==> src/rtl/sroe_pkg.sv <==
// Package for the S-record object encoder: action codes, character selects,
// controller/datapath interface structs and character helper functions.
// Depends on nothing; imported by every module of the encoder.
package sroe_pkg;

    // Bytes gathered into one data record before it is flushed.
    localparam int BYTES_PER_RECORD = 16;

    // Derived widths.
    localparam int CNT_W = $clog2(BYTES_PER_RECORD + 1);
    localparam int BI_W  = (BYTES_PER_RECORD > 1) ? $clog2(BYTES_PER_RECORD) : 1;
    localparam int IDX_W = $clog2(2 * (BYTES_PER_RECORD + 5));
    localparam int KW    = IDX_W - 1;

    // Index of the final character of the header and trailer texts.
    localparam logic [IDX_W-1:0] TEXT_LAST = IDX_W'(10);

    // Action codes of the input word.
    localparam logic [2:0] ACT_DATA  = 3'd0;
    localparam logic [2:0] ACT_FIRST = 3'd1;
    localparam logic [2:0] ACT_SYNC  = 3'd2;
    localparam logic [2:0] ACT_OPEN  = 3'd3;
    localparam logic [2:0] ACT_CLOSE = 3'd4;
    localparam logic [2:0] ACT_MSG   = 3'd5;

    // ASCII codes used in the records.
    localparam logic [6:0] CH_S  = 7'h53;
    localparam logic [6:0] CH_0  = 7'h30;
    localparam logic [6:0] CH_1  = 7'h31;
    localparam logic [6:0] CH_2  = 7'h32;
    localparam logic [6:0] CH_3  = 7'h33;
    localparam logic [6:0] CH_9  = 7'h39;
    localparam logic [6:0] CH_C  = 7'h43;
    localparam logic [6:0] CH_F  = 7'h46;
    localparam logic [6:0] CH_NL = 7'h0A;
    localparam logic [6:0] CH_NUL = 7'h00;

    // Controller states.
    typedef enum logic [3:0] {
        ST_IDLE,
        ST_DECIDE,
        ST_REC_S,
        ST_REC_T,
        ST_REC_HEX,
        ST_REC_NL,
        ST_HDR,
        ST_TRL,
        ST_ERR
    } t_state;

    // Source of the next output character.
    typedef enum logic [2:0] {
        CS_S,
        CS_TYPE,
        CS_HEX,
        CS_NL,
        CS_HDR,
        CS_TRL,
        CS_ERR
    } t_csel;

    // Commands from the controller to the datapath.
    typedef struct packed {
        logic  capture;
        logic  start;
        logic  load;
        logic  clr_idx;
        logic  step_idx;
        logic  last;
        t_csel sel;
    } t_cmd;

    // Status from the datapath to the controller.
    typedef struct packed {
        logic [2:0] action;
        logic       count_zero;
        logic       count_full;
        logic       hex_last;
        logic       text_last;
    } t_status;

    // Uppercase hex digit for the low four bits.
    function automatic logic [6:0] nibble_char(input logic [3:0] v);
        logic [6:0] r;
        begin
            if (v > 4'd9) begin
                r = 7'(v) + 7'd55;
            end else begin
                r = 7'(v) + 7'd48;
            end
            return r;
        end
    endfunction

    // Characters of the fixed header and trailer texts; they differ in the type digit only.
    function automatic logic [6:0] text_char(input logic [IDX_W-1:0] idx, input logic trailer);
        logic [6:0] r;
        begin
            case (idx)
                IDX_W'(0):  r = CH_S;
                IDX_W'(1):  r = trailer ? CH_9 : CH_0;
                IDX_W'(3):  r = CH_3;
                IDX_W'(8):  r = CH_F;
                IDX_W'(9):  r = CH_C;
                IDX_W'(10): r = CH_NL;
                default:    r = CH_0;
            endcase
            return r;
        end
    endfunction

endpackage

==> src/rtl/sroe_ctrl.sv <==
// Controller of the S-record object encoder: sequencing state machine,
// output valid flag and the output-enable register. Uses sroe_pkg.
module sroe_ctrl
    import sroe_pkg::*;
(
    input  logic    i_clk,
    input  logic    i_rst_n,
    input  logic    i_in_valid,
    output logic    o_in_stall,
    output logic    o_out_valid,
    input  logic    i_out_stall,
    input  logic    i_cfg_we,
    input  logic    i_cfg_wdata,
    input  t_status i_status,
    output t_cmd    o_cmd
);

    t_state r_state, n_state;
    logic   r_out_valid, n_out_valid;
    logic   r_enable;
    logic   w_accept;
    logic   w_out_free;
    t_cmd   w_cmd;

    // Handshake qualifiers.
    assign o_in_stall  = (r_state != ST_IDLE);
    assign w_accept    = i_in_valid && (r_state == ST_IDLE);
    assign w_out_free  = !r_out_valid || !i_out_stall;
    assign o_out_valid = r_out_valid;
    assign o_cmd       = w_cmd;

    // Next-state logic.
    always_comb begin
        n_state = r_state;
        unique case (r_state)
            ST_IDLE: begin
                if (w_accept && r_enable) begin
                    n_state = ST_DECIDE;
                end
            end
            ST_DECIDE: begin
                case (i_status.action) inside
                    ACT_DATA, ACT_FIRST: n_state = i_status.count_full ? ST_REC_S : ST_IDLE;
                    ACT_SYNC:  n_state = i_status.count_zero ? ST_IDLE : ST_REC_S;
                    ACT_OPEN:  n_state = ST_HDR;
                    ACT_CLOSE: n_state = i_status.count_zero ? ST_TRL : ST_REC_S;
                    ACT_MSG:   n_state = ST_IDLE;
                    default:   n_state = ST_ERR;
                endcase
            end
            ST_REC_S: begin
                if (w_out_free) begin
                    n_state = ST_REC_T;
                end
            end
            ST_REC_T: begin
                if (w_out_free) begin
                    n_state = ST_REC_HEX;
                end
            end
            ST_REC_HEX: begin
                if (w_out_free && i_status.hex_last) begin
                    n_state = ST_REC_NL;
                end
            end
            ST_REC_NL: begin
                if (w_out_free) begin
                    n_state = (i_status.action == ACT_CLOSE) ? ST_TRL : ST_IDLE;
                end
            end
            ST_HDR, ST_TRL: begin
                if (w_out_free && i_status.text_last) begin
                    n_state = ST_IDLE;
                end
            end
            ST_ERR: begin
                if (w_out_free) begin
                    n_state = ST_IDLE;
                end
            end
            default: n_state = ST_IDLE;
        endcase
    end

    // Command outputs.
    always_comb begin
        w_cmd = '{capture: 1'b0, start: 1'b0, load: 1'b0, clr_idx: 1'b0,
                  step_idx: 1'b0, last: 1'b0, sel: CS_S};
        unique case (r_state)
            ST_IDLE: begin
                w_cmd.capture = w_accept && r_enable;
            end
            ST_DECIDE: begin
                w_cmd.clr_idx = 1'b1;
                // An empty record on sync only restarts the address.
                w_cmd.start   = (i_status.action == ACT_SYNC) && i_status.count_zero;
            end
            ST_REC_S: begin
                w_cmd.sel  = CS_S;
                w_cmd.load = w_out_free;
            end
            ST_REC_T: begin
                w_cmd.sel  = CS_TYPE;
                w_cmd.load = w_out_free;
            end
            ST_REC_HEX: begin
                w_cmd.sel      = CS_HEX;
                w_cmd.load     = w_out_free;
                w_cmd.step_idx = w_out_free;
            end
            ST_REC_NL: begin
                // On close the trailer still follows, so the new record starts after it.
                w_cmd.sel     = CS_NL;
                w_cmd.load    = w_out_free;
                w_cmd.clr_idx = w_out_free;
                w_cmd.last    = (i_status.action != ACT_CLOSE);
                w_cmd.start   = w_out_free && (i_status.action != ACT_CLOSE);
            end
            ST_HDR, ST_TRL: begin
                w_cmd.sel      = (r_state == ST_HDR) ? CS_HDR : CS_TRL;
                w_cmd.load     = w_out_free;
                w_cmd.step_idx = w_out_free;
                w_cmd.last     = i_status.text_last;
                w_cmd.start    = w_out_free && i_status.text_last;
            end
            ST_ERR: begin
                w_cmd.sel  = CS_ERR;
                w_cmd.load = w_out_free;
                w_cmd.last = 1'b1;
            end
            default: begin
                w_cmd.load = 1'b0;
            end
        endcase
    end

    // The output word stays valid until it is taken or replaced.
    always_comb begin
        if (w_cmd.load) begin
            n_out_valid = 1'b1;
        end else if (!i_out_stall) begin
            n_out_valid = 1'b0;
        end else begin
            n_out_valid = r_out_valid;
        end
    end

    // State, output valid and configuration registers.
    always_ff @(posedge i_clk) begin
        if (!i_rst_n) begin
            r_state     <= ST_IDLE;
            r_out_valid <= 1'b0;
            r_enable    <= 1'b0;
        end else begin
            r_state     <= n_state;
            r_out_valid <= n_out_valid;
            if (i_cfg_we) begin
                r_enable <= i_cfg_wdata;
            end
        end
    end

    // A character is only loaded when the output register can take it.
    a_load_free: assert property (@(posedge i_clk) disable iff (!i_rst_n)
        w_cmd.load |-> w_out_free)
        else $error("character loaded over an untaken output word");

    // The decision state always follows an accepted word.
    a_decide_after_accept: assert property (@(posedge i_clk) disable iff (!i_rst_n)
        (r_state == ST_DECIDE) |-> $past(w_accept && r_enable))
        else $error("decision without an accepted word");

    // The final character of an item returns the controller to idle.
    a_last_to_idle: assert property (@(posedge i_clk) disable iff (!i_rst_n)
        (w_cmd.load && w_cmd.last) |=> (r_state == ST_IDLE))
        else $error("controller busy after the final character");

endmodule

==> src/rtl/sroe_dp.sv <==
// Datapath of the S-record object encoder: record buffer, count, checksum,
// address and offset state, character index and output word. Uses sroe_pkg.
module sroe_dp
    import sroe_pkg::*;
(
    input  logic        i_clk,
    input  logic        i_rst_n,
    input  logic [2:0]  i_action,
    input  logic [7:0]  i_data_byte,
    input  logic [23:0] i_location,
    input  t_cmd        i_cmd,
    output t_status     o_status,
    output logic [6:0]  o_out_char,
    output logic        o_last,
    output logic        o_error
);

    logic [7:0]       r_bytes [BYTES_PER_RECORD];
    logic [CNT_W-1:0] r_count;
    logic [7:0]       r_sum;
    logic [23:0]      r_offset;
    logic [23:0]      r_addr;
    logic             r_wide;
    logic [2:0]       r_action;
    logic [23:0]      r_loc;
    logic [IDX_W-1:0] r_idx;
    logic [6:0]       r_char;
    logic             r_last;
    logic             r_error;

    logic             w_is_data;
    logic             w_in_data;
    logic [23:0]      w_base;
    logic [23:0]      w_start_addr;
    logic [2:0]       w_addr_len;
    logic [KW-1:0]    w_k;
    logic [KW-1:0]    w_last_byte;
    logic [KW-1:0]    w_addr_pos;
    logic [KW-1:0]    w_di;
    logic [7:0]       w_total;
    logic [7:0]       w_cks;
    logic [7:0]       w_hex_byte;
    logic [6:0]       w_char;

    // Decoding of the latched and incoming actions.
    assign w_in_data  = (i_action == ACT_DATA) || (i_action == ACT_FIRST);
    assign w_is_data  = (r_action == ACT_DATA) || (r_action == ACT_FIRST);
    assign w_base     = (i_action == ACT_FIRST) ? 24'd0 : r_offset;

    // Address of the next record: the location, plus the item offset after a full record.
    assign w_start_addr = r_loc + (w_is_data ? r_offset : 24'd0);

    // Field positions within the hex part of a record.
    assign w_addr_len  = r_wide ? 3'd3 : 3'd2;
    assign w_k         = r_idx[IDX_W-1:1];
    assign w_last_byte = KW'(w_addr_len) + KW'(r_count) + KW'(1);
    assign w_addr_pos  = w_k + (r_wide ? KW'(0) : KW'(1));
    assign w_di        = w_k - KW'(w_addr_len) - KW'(1);
    assign w_total     = 8'(r_count) + 8'(w_addr_len) + 8'd1;
    assign w_cks       = 8'hFF - (r_sum + w_total);

    // Byte shown by the hex stream: count, address, data, checksum.
    always_comb begin
        if (w_k == KW'(0)) begin
            w_hex_byte = w_total;
        end else if (w_k <= KW'(w_addr_len)) begin
            case (w_addr_pos)
                KW'(1):  w_hex_byte = r_addr[23:16];
                KW'(2):  w_hex_byte = r_addr[15:8];
                default: w_hex_byte = r_addr[7:0];
            endcase
        end else if (w_k <= KW'(w_addr_len) + KW'(r_count)) begin
            w_hex_byte = r_bytes[w_di[BI_W-1:0]];
        end else begin
            w_hex_byte = w_cks;
        end
    end

    // Character selection.
    always_comb begin
        unique case (i_cmd.sel)
            CS_S:    w_char = CH_S;
            CS_TYPE: w_char = r_wide ? CH_2 : CH_1;
            CS_HEX:  w_char = nibble_char(r_idx[0] ? w_hex_byte[3:0] : w_hex_byte[7:4]);
            CS_NL:   w_char = CH_NL;
            CS_HDR:  w_char = text_char(r_idx, 1'b0);
            CS_TRL:  w_char = text_char(r_idx, 1'b1);
            default: w_char = CH_NUL;
        endcase
    end

    // Status to the controller.
    assign o_status.action     = r_action;
    assign o_status.count_zero = (r_count == CNT_W'(0));
    assign o_status.count_full = (r_count >= CNT_W'(BYTES_PER_RECORD));
    assign o_status.hex_last   = (w_k == w_last_byte) && r_idx[0];
    assign o_status.text_last  = (r_idx == TEXT_LAST);

    assign o_out_char = r_char;
    assign o_last     = r_last;
    assign o_error    = r_error;

    // Record state: a data word is absorbed on capture, a new record opened on start.
    always_ff @(posedge i_clk) begin
        if (!i_rst_n) begin
            r_count  <= '0;
            r_sum    <= 8'd0;
            r_offset <= 24'd0;
            r_addr   <= 24'd0;
            r_wide   <= 1'b0;
            r_idx    <= '0;
        end else begin
            if (i_cmd.capture && w_in_data) begin
                if (r_count < CNT_W'(BYTES_PER_RECORD)) begin
                    r_count  <= r_count + CNT_W'(1);
                    r_sum    <= r_sum + i_data_byte;
                    r_offset <= w_base + 24'd1;
                end else begin
                    r_offset <= w_base;
                end
            end
            if (i_cmd.start) begin
                r_addr  <= w_start_addr;
                r_wide  <= |w_start_addr[23:16];
                r_sum   <= w_start_addr[23:16] + w_start_addr[15:8] + w_start_addr[7:0];
                r_count <= '0;
            end
            if (i_cmd.clr_idx) begin
                r_idx <= '0;
            end else if (i_cmd.step_idx) begin
                r_idx <= r_idx + IDX_W'(1);
            end
        end
    end

    // Payload registers: buffer, latched input word and output word.
    always_ff @(posedge i_clk) begin
        if (i_cmd.capture) begin
            r_action <= i_action;
            r_loc    <= i_location;
            if (w_in_data && (r_count < CNT_W'(BYTES_PER_RECORD))) begin
                r_bytes[r_count[BI_W-1:0]] <= i_data_byte;
            end
        end
        if (i_cmd.load) begin
            r_char  <= w_char;
            r_last  <= i_cmd.last;
            r_error <= (i_cmd.sel == CS_ERR);
        end
    end

endmodule

==> src/rtl/s_record_object_encoder_unit.sv <==
// S-record object encoder: one byte or command word in, ASCII record text out.
// A data byte that does not fill a record sends no characters; any other word is
// decoded and may then send its record or text lines one character at a time.
// A full S1 record of 16 bytes is 43 characters, S2 45, header and trailer 11 each.
// Throughput: one character a cycle from the single output register if not stalled.
// Synchronous active-low reset clears the record state and disables output.
// Depends on sroe_pkg, sroe_ctrl and sroe_dp.
module s_record_object_encoder_unit
    import sroe_pkg::*;
(
    input  logic        i_clk,
    input  logic        i_rst_n,
    input  logic        i_cfg_we,
    input  logic        i_cfg_wdata,
    input  logic        i_in_valid,
    output logic        o_in_stall,
    input  logic [2:0]  i_action,
    input  logic [7:0]  i_data_byte,
    input  logic [23:0] i_location,
    output logic        o_out_valid,
    input  logic        i_out_stall,
    output logic [6:0]  o_out_char,
    output logic        o_last,
    output logic        o_error
);

    t_cmd    w_cmd;
    t_status w_status;

    // Sequencing controller.
    sroe_ctrl u_ctrl (
        .i_clk       (i_clk),
        .i_rst_n     (i_rst_n),
        .i_in_valid  (i_in_valid),
        .o_in_stall  (o_in_stall),
        .o_out_valid (o_out_valid),
        .i_out_stall (i_out_stall),
        .i_cfg_we    (i_cfg_we),
        .i_cfg_wdata (i_cfg_wdata),
        .i_status    (w_status),
        .o_cmd       (w_cmd)
    );

    // Record datapath and output word.
    sroe_dp u_dp (
        .i_clk       (i_clk),
        .i_rst_n     (i_rst_n),
        .i_action    (i_action),
        .i_data_byte (i_data_byte),
        .i_location  (i_location),
        .i_cmd       (w_cmd),
        .o_status    (w_status),
        .o_out_char  (o_out_char),
        .o_last      (o_last),
        .o_error     (o_error)
    );

endmodule

==> config.mk <==
export PLATFORM = sky130hd
export DESIGN_NAME = s_record_object_encoder_unit
export DESIGN_NICKNAME = d
export VERILOG_FILES = /design/src/rtl/sroe_pkg.sv /design/src/rtl/sroe_ctrl.sv /design/src/rtl/sroe_dp.sv /design/src/rtl/s_record_object_encoder_unit.sv
export SDC_FILE = /design/constraint.sdc
export NUM_CORES = 1
export LEC_CHECK = 0
export BUFFER_PORTS_ARGS = -buffer_cell sky130_fd_sc_hd__buf_4
export CAP_MARGIN = 20
export CORE_MARGIN = 4
export CORE_UTILIZATION = 51
export CTS_BUF_LIST = sky130_fd_sc_hd__clkbuf_4
export DETAILED_ROUTE_END_ITERATION = 8
export PLACE_DENSITY = 0.7
export SLEW_MARGIN = 5
export SYNTH_ARGS = -nofsm -noshare
export SYNTH_HDL_FRONTEND = slang
export SYNTH_SLANG_ARGS = --single-unit
==> constraint.sdc <==
create_clock -name i_clk -period 5.3 [get_ports i_clk]
set_input_delay 0.53 -clock i_clk [delete_from_list [all_inputs] [get_ports i_clk]]
set_output_delay 0.53 -clock i_clk [all_outputs]
set_load 0.02 [all_outputs]
==> results.json <==
{
  "status": "completed",
  "grt_usage_pct": 21.9,
  "fin_setup_tns_ns": 0,
  "cts_root_buffer": "clkbuf_4",
  "worst_slew_pin_slew_ns": 0.962,
  "hpwl_um": 21700,
  "fp.dieH_um": 168,
  "seq_area_frac_synth_pct": 49.0,
  "critPathTopFamily": "adder cells",
  "hold_class": "in2reg",
  "synth_top_area_share_pct": 37.7,
  "pin_count": 52,
  "worstSetupPathType": "reg2reg",
  "post_drt_wl_per_cell_um": 18.6,
  "ctsHtreeMaxLevel": 2,
  "relSlewSlack_pct": 35.7,
  "crit_path_end_kind": "flip-flop",
  "fp.dieW_um": 168,
  "final_area_mm2": 0.0150,
  "cp-endpoint": "u_dp.r_sum[7]",
  "clock_skew_ns": 0.0472,
  "place.gp.congestion": 0.879,
  "dp.cells": 1548,
  "synth_nets": 1308,
  "drv_slew": 0,
  "netlist_instances": 1191,
  "critPathMaxStageDelay_ns": 0.56,
  "yosysWarnings": 0,
  "arrival_ns": 5.51,
  "post-place-ws_ns": 0.135,
  "antenna_found_initial": 1,
  "cts_buffers": 59,
  "cpMostUsedCell": "xnor2_1",
  "clock_latency_ns": 0.68,
  "worstPathRequired_ns": 5.83,
  "yosysMostFrequentCell": "edfxtp_1",
  "hold_viol": 0,
  "cp_slowest_cell": "fa_1",
  "ys_async_sr_fraction_pct": 0,
  "fmax_mhz": 201,
  "drt-vias-per-instance": 5.80,
  "ctsLongestPathBuffers": 3,
  "clkTransAtPathRegs_ns": 0.07,
  "period_share_pct": 94.0,
  "cp_num_buf_inv": 2,
  "cap_violations": 0,
  "period_minus_slack_ns": 4.98,
  "p_leak_nw": 5.51,
  "crit_start": "u_dp.r_action[2]",
  "grt_max_degree": 36,
  "dieArea_mm2": 0.0282,
  "drc": 0,
  "whs_path_depth": 1,
  "avgSynthCellArea_um2": 11.0,
  "fin_ws_ns": 0.316,
  "ys_ff_latch": 238,
  "reg2reg_setup_slack_ns": 0.32,
  "synthAdderAreaFrac_pct": 7.99,
  "r2r_end": "u_dp.r_sum[7]",
  "synth_compound_area_share_pct": 12.5,
  "synth_edf_count": 164,
  "synthTopCellsByArea": "edfxtp_1 (38%), dfxtp_1 (11%), ha_1 (6.2%)",
  "synth_top_cell_by_area": "edfxtp_1",
  "cts_tree": "yes",
  "routed_wl_um": 31200,
  "row_count": 58,
  "fin_nets": 1424,
  "syn2layout_area_growth_pct": 14.5,
  "initial_core_util_pct": 51.9,
  "drive_gt1_share_pct": 17.2,
  "swShare_pct": 29.8,
  "cellPowerDensity_mw_per_mm2": 319,
  "detailed_place.area_mm2": 0.0138,
  "ir_drop_uv": 173,
  "grt_pass1_vias": 9424,
  "overflow": 0,
  "core_area_mm2": 0.0252,
  "stdcell_count": 1680,
  "r2r_start": "u_dp.r_action[2]",
  "dr.pass1.iters": 6,
  "synthSimpleGateAreaFrac_pct": 14.1,
  "synth.area.mux_share_pct": 7.62,
  "p_switching_mw": 1.42,
  "setup_viol": 0,
  "synth_xor_area_share_pct": 5.34,
  "cp.depth": 26,
  "grt_first_pass_wirelength_um": 49600,
  "holdWs_ns": 0.0680,
  "num_vias": 9743,
  "combPwrFrac_pct": 22.8,
  "ys_types": 84,
  "start_kind": "flip-flop",
  "first_iter_violations": 702,
  "ys.flop_type": "edfxtp_1",
  "p_seq_share_pct": 45.6,
  "p_int_mw": 3.35,
  "ant_nets": 0,
  "r2r_cells": 26,
  "synth_top_family_by_area": "simple AND/OR/NAND/NOR gates",
  "synth_area_mm2": 0.0131,
  "worst-path-max-fanout": 7,
  "ys_top_cells_by_count": "edfxtp_1 (164), nor2_1 (124), nand2_1 (104)",
  "clkPwrFrac_pct": 31.6,
  "cts_sinks": 238,
  "place.port_buffers": 51
}
-- worst reg2reg max path: cells and delay by family (launching register included) --
family,cells,cell delay [ns]
flops,1,0.43
simple gates,6,0.73
compound gates,9,1.37
buf+inv,2,0.17
xor+xnor,5,0.76
fa+ha+maj,4,1.40
-- registers in the layout, summed over array words and instances (netlist names) --
signal,cells
u_dp.o_error,1
u_dp.r_action,3
u_dp.o_last,1
u_ctrl.r_state,4
u_dp.r_loc,24
u_dp.r_wide,1
u_dp.r_addr,24
u_dp.r_count,5
u_ctrl.r_enable,1
u_dp.r_idx,6
u_dp.r_sum,8
u_dp.r_offset,24
u_dp.r_bytes,128
u_ctrl.o_out_valid,1
u_dp.o_out_char,7
-- layer usage --
layer,part of all wire (%),global-route usage [%],vias to the layer above
met1,45,30.4,4752
met3,5.4,3.45,52
met4,2.8,7.37,0
met5,0,0,-
met2,47,35.4,294
li1,-,-,4645
-- cell usage in the layout, fill, tap and decap left out, types with 5 or more instances in the layout --
cell	instances
edfxtp_1	164
clkinv_1	14
or2_2	6
o21ai_1	5
mux2i_1	17
o211ai_1	11
and2_1	28
nand2_1	104
nand3_1	25
o21ai_0	41
nor3_1	24
a21o_1	16
a31oi_1	11
nor2b_1	19
fa_1	9
nor2_1	122
buf_4	83
nand2b_1	10
mux4_1	19
dlygate4sd3_1	23
or3_1	7
xnor2_1	47
nand4_1	11
mux4_2	13
clkbuf_4	86
xor2_1	27
and3_1	11
a22oi_1	5
o21a_1	5
dfxtp_1	74
a21oi_2	5
a21oi_1	76
inv_1	49
ha_1	62
a211oi_1	16
-- timing repair --
action,4_1_cts,5_1_grt
gates resized for setup,0,27
endpoints found under the hold margin,23,0
setup endpoints to repair,0,2
buffers inserted,0,5
hold buffers,23,0
-- how the worst min path moves through the flow --
stage / startpoint / end / slack, ns
after global routing: i_location[1] / u_dp.r_loc[1] / 0.007
final: i_location[1] / u_dp.r_loc[1] / 0.07
after global placement: u_dp.r_addr[21] / u_dp.r_addr[21] / 0.44
after floorplan: u_dp.r_addr[17] / u_dp.r_addr[17] / 0.43
after CTS: i_location[1] / u_dp.r_loc[1] / 0.02
after detailed placement: u_dp.r_addr[17] / u_dp.r_addr[17] / 0.44
-- power groups by stage --
stage / logic [mW] / registers (mW) / clock network, mW
after floorplan: 0.766 / 2.20 / 0
after global placement: 1.05 / 2.21 / 0
after detailed placement: 1.06 / 2.21 / 0
after CTS: 1.08 / 2.17 / 1.55
after global routing: 1.21 / 2.19 / 1.66
final: 1.09 / 2.18 / 1.51
-- cell type report --
class	count	area, um2
fill	2093	10200
sequential	238	6410
multi-input combinational	849	6320
timing repair buffer	108	876
clock buffer	86	646
tap	330	413
inverter	51	191
clock inverter	17	101
antenna	1	2.50
-- logic make-up after synthesis --
kind of cell    count (synthesis)
buf+inv                       104
mux                            52
fa+ha+maj                      77
xor+xnor                       78
compound gates                251
other cells                     1
simple gates                  390
flops                         238
-- through the flow --
| stage | util [%] | power, mW |
|---|---|---|
| 6_report | 59.4 | 4.77 |
| 5_1_grt | 59.4 | 5.05 |
| 4_1_cts | 58.9 | 4.80 |
| 3_5_place_dp | 55.0 | 3.28 |
| 3_3_place_gp | 55.0 | 3.26 |
| 2_1_floorplan | - | 2.97 |
Note: power is estimated with default switching activity, not from simulation.
